## src/hdl/tms_pkg.sv

```systemverilog
package tms_pkg;

  // sizes of the machine
  localparam int TAPE_CELLS  = 1024;
  localparam int STATE_COUNT = 16;
  localparam int SYMBOL_BITS = 8;

  localparam int HEAD_W     = $clog2(TAPE_CELLS);
  localparam int LEN_W      = HEAD_W + 1;
  localparam int STATE_W    = $clog2(STATE_COUNT);
  localparam int SYM_W      = SYMBOL_BITS;
  localparam int TBL_AW     = STATE_W + SYM_W;
  localparam int TBL_DEPTH  = 1 << TBL_AW;
  localparam int CMD_W      = 3;
  localparam int MOVE_W     = 2;
  localparam int STATUS_W   = 3;
  localparam int CFG_IDX_W  = 2;
  localparam int CFG_DATA_W = STATE_COUNT;

  localparam logic [HEAD_W-1:0] HEAD_LAST    = HEAD_W'(TAPE_CELLS - 1);
  localparam logic [LEN_W-1:0]  LEN_FULL     = LEN_W'(TAPE_CELLS);
  localparam logic [TBL_AW-1:0] TBL_LAST     = TBL_AW'(TBL_DEPTH - 1);
  localparam logic [SYM_W-1:0]  BLANK_RESET  = SYM_W'(68);

  // request commands
  typedef enum logic [CMD_W-1:0] {
    CMD_LOAD   = 3'd0,
    CMD_CLEAR  = 3'd1,
    CMD_APPEND = 3'd2,
    CMD_START  = 3'd3,
    CMD_STEP   = 3'd4
  } cmd_e;

  // result status codes
  typedef enum logic [STATUS_W-1:0] {
    ST_DONE      = 3'd0,
    ST_RUNNING   = 3'd1,
    ST_ACCEPT    = 3'd2,
    ST_NO_TRANS  = 3'd3,
    ST_LEFT_EDGE = 3'd4,
    ST_TAPE_FULL = 3'd5,
    ST_HALTED    = 3'd6
  } status_e;

  // head moves, the unused code behaves as stay
  typedef enum logic [MOVE_W-1:0] {
    MV_LEFT  = 2'd0,
    MV_RIGHT = 2'd1,
    MV_STAY  = 2'd2
  } move_e;

  // configuration register indexes
  typedef enum logic [CFG_IDX_W-1:0] {
    CFG_START  = 2'd0,
    CFG_ACCEPT = 2'd1,
    CFG_BLANK  = 2'd2
  } cfg_e;

  // transition table entry
  typedef struct packed {
    logic               valid;
    logic [SYM_W-1:0]   wsym;
    logic [MOVE_W-1:0]  mv;
    logic [STATE_W-1:0] nxt;
  } entry_t;

  // controller states
  typedef enum logic [2:0] {
    S_CLR,
    S_IDLE,
    S_EXEC,
    S_LOAD,
    S_TAPE,
    S_STEP,
    S_BLANK
  } fsm_e;

  // datapath operations
  typedef enum logic [3:0] {
    OP_IDLE,
    OP_CAPTURE,
    OP_CLEAR_TBL,
    OP_FIN_SIMPLE,
    OP_LOAD_RD,
    OP_LOAD_FIN,
    OP_TAPE_RD,
    OP_TBL_RD,
    OP_STEP_FIN,
    OP_STEP_EXT,
    OP_BLANK_FIN
  } dp_op_e;

  typedef struct packed {
    dp_op_e op;
    logic   fin;
  } ctrl_t;

  typedef struct packed {
    logic [CMD_W-1:0] cmd;
    logic             run_active;
    logic             entry_valid;
    logic             blank_needed;
    logic             out_free;
    logic             clr_last;
  } stat_t;

endpackage

```

## src/hdl/tms_ctrl.sv

```systemverilog
module tms_ctrl import tms_pkg::*; (
  input  logic  clk_i,
  input  logic  rst_ni,
  input  logic  in_valid_i,
  output logic  in_ready_o,
  input  stat_t stat_i,
  output ctrl_t ctrl_o
);

  fsm_e state_q, state_d;

  // state register, reset starts the table clearing pass
  always_ff @(posedge clk_i or negedge rst_ni) begin
    if (!rst_ni) begin
      state_q <= S_CLR;
    end else begin
      state_q <= state_d;
    end
  end

  // next state and datapath commands
  always_comb begin
    state_d    = state_q;
    ctrl_o     = '{op: OP_IDLE, fin: 1'b0};
    in_ready_o = 1'b0;
    unique case (state_q)
      S_CLR: begin
        ctrl_o.op = OP_CLEAR_TBL;
        if (stat_i.clr_last) state_d = S_IDLE;
      end
      S_IDLE: begin
        in_ready_o = 1'b1;
        if (in_valid_i) begin
          ctrl_o.op = OP_CAPTURE;
          state_d   = S_EXEC;
        end
      end
      S_EXEC: begin
        case (stat_i.cmd)
          CMD_LOAD: begin
            ctrl_o.op = OP_LOAD_RD;
            state_d   = S_LOAD;
          end
          CMD_STEP: begin
            if (stat_i.run_active) begin
              ctrl_o.op = OP_TAPE_RD;
              state_d   = S_TAPE;
            end else if (stat_i.out_free) begin
              ctrl_o  = '{op: OP_FIN_SIMPLE, fin: 1'b1};
              state_d = S_IDLE;
            end
          end
          default: begin
            if (stat_i.out_free) begin
              ctrl_o  = '{op: OP_FIN_SIMPLE, fin: 1'b1};
              state_d = S_IDLE;
            end
          end
        endcase
      end
      S_LOAD: begin
        if (stat_i.out_free) begin
          ctrl_o  = '{op: OP_LOAD_FIN, fin: 1'b1};
          state_d = S_IDLE;
        end
      end
      S_TAPE: begin
        ctrl_o.op = OP_TBL_RD;
        state_d   = S_STEP;
      end
      S_STEP: begin
        // a right move onto the end of the tape needs a second write
        if (stat_i.blank_needed) begin
          ctrl_o.op = OP_STEP_EXT;
          state_d   = S_BLANK;
        end else if (stat_i.out_free) begin
          ctrl_o  = '{op: OP_STEP_FIN, fin: 1'b1};
          state_d = S_IDLE;
        end
      end
      S_BLANK: begin
        if (stat_i.out_free) begin
          ctrl_o  = '{op: OP_BLANK_FIN, fin: 1'b1};
          state_d = S_IDLE;
        end
      end
      default: begin
        state_d = S_IDLE;
      end
    endcase
  end

endmodule

```

## config.mk

```make
export PLATFORM = sky130hd
export DESIGN_NAME = tms_ctrl
export DESIGN_NICKNAME = d
export VERILOG_FILES = /design/src/hdl/tms_pkg.sv /design/src/hdl/tms_ctrl.sv
export SDC_FILE = /design/constraint.sdc
export NUM_CORES = 1
export LEC_CHECK = 0
export BUFFER_PORTS_ARGS = -buffer_cell sky130_fd_sc_hd__buf_2
export CORE_AREA = 2 2 39 41
export CTS_BUF_LIST = sky130_fd_sc_hd__clkbuf_16
export DETAILED_ROUTE_END_ITERATION = 10
export DIE_AREA = 0 0 41 43
export PLACE_DENSITY = 0.55
export SLEW_MARGIN = 10
export SYNTH_ARGS = -nofsm -noshare
export SYNTH_HDL_FRONTEND = slang
export SYNTH_SLANG_ARGS = --single-unit
```

## constraint.sdc

```tcl
create_clock -name clk_i -period 1.55 [get_ports clk_i]
set_clock_uncertainty 0.15 [all_clocks]
set_input_delay 0.155 -clock clk_i [delete_from_list [all_inputs] [get_ports clk_i]]
set_output_delay 0.155 -clock clk_i [all_outputs]
set_load 0.1 [all_outputs]
```

==> impl_metrics.env <==
export IMPL_status="complete, but fails checks"
export IMPL_violations="negative setup slack"
export IMPL_timing_worst_setup_path_type="reg -> out"
export IMPL_slew_headroom_pct=73.05
export IMPL_num_vias=649
export IMPL_place_hpwl_mm=1.071
export IMPL_fin_ws_ps=-278.3
export IMPL_worstPathMaxFanout=7
export IMPL_grt_pass1_wl_mm=3.056
export IMPL_largest_reg_flops=3
export IMPL_fin_util_pct=77.12
export IMPL_multi_input_area_um2=488.0
export IMPL_cp_startpoint="state_q[0]$_DFFE_PN0P_"
export IMPL_leakage_nw=0.4308
export IMPL_placed_area_um2=807.0
export IMPL_fin_crit_sh_pct=118.0
export IMPL_power_mw=2.176
export IMPL_final_max_slew_viol_count=0
export IMPL_yosysTopAreaCell="dfrtp_1"
export IMPL_ant_nets=0
export IMPL_min_period_ps=1828
export IMPL_numCtsBuffers=3
export IMPL_drt_iter0_markers=23
export IMPL_top_register="state_q"
export IMPL_clkLatencyLatePin_ps=220
export IMPL_final_hold_viol_count=0
export IMPL_nets=109
export IMPL_track_usage_pct=25.38
export IMPL_fmax_mhz=547.0
export IMPL_drtPass1Iterations=6
export IMPL_yosys_warnings=0
export IMPL_htree_num_levels=1
export IMPL_grt_start_max_net_pins=9
export IMPL_seq_area_um2=78.83
export IMPL_pre_cts_ws_ps=-72.37
export IMPL_irDropWorstVdd_mv=1.536
export IMPL_rsz0062_at_grt="true"
export IMPL_path_clk_slew_ps=30
export IMPL_n_antenna_cell=0
export IMPL_synth_top_area_share_pct=17.49
export IMPL_drive_gt1_share_pct=74.23
export IMPL_overflow=0
export IMPL_cts_max_path_buffers=2
export IMPL_drc_errors=0
export IMPL_seq_area_frac_synth_pct=17.49
export IMPL_holdCritPathClass="in -> reg"
export IMPL_vias_per_cell=5.743
export IMPL_synth_cell_area_um2=429.2
export IMPL_fin_area_um2=1067
export IMPL_wl_per_cell_um=15.97
export IMPL_finalSetupTns_ps=-1323
export IMPL_rows=14
export IMPL_start_util_pct=31.01
export IMPL_power_density_nw_per_um2=2039
export IMPL_numPortBuffers=15
export IMPL_place_congestion=0.8194
export IMPL_core_area_um2=1384
export IMPL_die_w_um=41
export IMPL_fillers=88
export IMPL_area_delta_synth_final_pct=148.7
export IMPL_fp_dieArea_um2=1763
export IMPL_syn_avg_cell_area_um2=7.529
export IMPL_arrival_ps=1520
export IMPL_die_h_um=43
export IMPL_cts_sinks=3
export IMPL_start_kind="register"
export IMPL_ys_ff_latch=3
export IMPL_ys_top_cells_by_area="dfrtp_1 (17%), a21oi_1 (5.8%), nor3_1 (4.7%)"
export IMPL_timing_rr_start="state_q[0]$_DFFE_PN0P_"
export IMPL_tightest_slew_ps=401.1
export IMPL_synth_nets=68
export IMPL_final_setup_viol_count=8
export IMPL_first_global_vias=684
export IMPL_netlist_instances=57
export IMPL_reg_top3="state_q: 3 flops"
export IMPL_antenna_found_initial=0
export IMPL_ys_types=32
export IMPL_drv_cap=0
export IMPL_cts_tree="built"
export IMPL_cts_root_buf="clkbuf_16"
export IMPL_min_from="stat_i[0]"
export IMPL_crit_required_ps=1240
export IMPL_crit_path_end_kind="primary output"
export IMPL_ios=17
export IMPL_drt_wl_total_mm=1.805
==> per-layer routing <==
layer | part of all wire [%] | up-vias | wire length, um | track usage [%]
met5 | 0 | - | 0 | 0
met4 | 2.7 | 0 | 48 | 12.00
met1 | 42 | 315 | 759 | 34.74
met2 | 49 | 25 | 888 | 35.63
met3 | 6.0 | 8 | 108 | 6.806
li1 | - | 301 | - | -
==> final cells by class <==
type,count,area share [%]
multi-input cells,47,45.72
repair buffers,39,35.76
flip-flops and latches,3,7.386
clock buffers,3,7.034
inverters,4,1.876
well taps,16,1.876
clock inverters,1,0.3517
==> worst paths after layout <==
path,end,slack (ps),cells after the start
max reg2reg,state_q[2]$_DFFE_PN0P_,-60,5
min reg2reg,state_q[2]$_DFFE_PN0P_,570,2
max,ctrl_o[0],-280,5
min in group asynchronous,state_q[1]$_DFFE_PN0P_,110,2
min,state_q[0]$_DFFE_PN0P_,60,3
max in group asynchronous,state_q[2]$_DFFE_PN0P_,1020,2
==> cell families (layout without fill, tap and decap cells) <==
kind of cell	after synthesis	after routing	share of synthesized area, %
and+or+nand+nor	23	23	34.12
AOI/OAI and AO/OA	22	22	36.44
buffers and inverters	7	47	7.869
DFF	3	3	17.49
xor gates and xnor gates	2	2	4.082
==> stage by stage <==
| stage | instances | hold WS (ps) |
|---|---|---|
| floorplan | 57 | -290.6 |
| global placement | 102 | -200.9 |
| detailed placement | 102 | -198.0 |
| CTS | 114 | 79.67 |
| global route | 113 | 80.52 |
| finish | 113 | 60.11 |
==> worst max-delay path, stage by stage, from the launching register on <==
cell     delay, ps
dfrtp_2        480
buf_4          180
xor2_2         200
a22oi_2         90
a21oi_4        150
buf_12         190
==> report_power, final <==
| part | switching [mW] | internal (mW) | leakage [nW] |
|---|---|---|---|
| clock | 0.0740 | 0.333 | 0.0423 |
| sequential | 0.0624 | 0.108 | 0.0344 |
| combinational | 0.894 | 0.705 | 0.354 |
==> repair_timing <==
action	4_1_cts	5_1_grt
hold buffers	1	0
pin swaps	8	6
resized for setup	19	9
endpoints found under the setup margin	7	9
endpoints found under the hold margin	3	0
buffers inserted	8	2
==> synthesized netlist by cell type (all sizes together) <==
cell type and number:
a211o 1, a21oi 5, a221oi 2, a222oi 1, a22oi 2, a31o 1, a41oi 1, and2b 3
and3 1, buf 2, clkbuf 1, dfrtp 3, inv 4, nand2 3, nand2b 1, nand3 2
nor2 3, nor2b 1, nor3 4, nor3b 1, nor4 1, o2111ai 1, o21ai 3, o22ai 2
o32ai 1, o41ai 2, or2 1, or3 1, or3b 1, xnor2 1, xor2 1
==> cell usage in the layout (no fill, tap or decap), types with 2 or more instances in the layout <==
| cell type | instances |
|---|---|
| a21oi_4 | 2 |
| o21ai_0 | 2 |
| inv_1 | 4 |
| clkbuf_16 | 3 |
| buf_6 | 9 |
| buf_12 | 6 |
| a221oi_2 | 2 |
| a22oi_2 | 2 |
| and2b_2 | 2 |
| buf_4 | 14 |
| buf_2 | 9 |
| dfrtp_2 | 3 |
| nor2_1 | 3 |
| nor3_1 | 3 |
| a21oi_1 | 2 |
No activity file was read; power rests on OpenSTA's default activity.
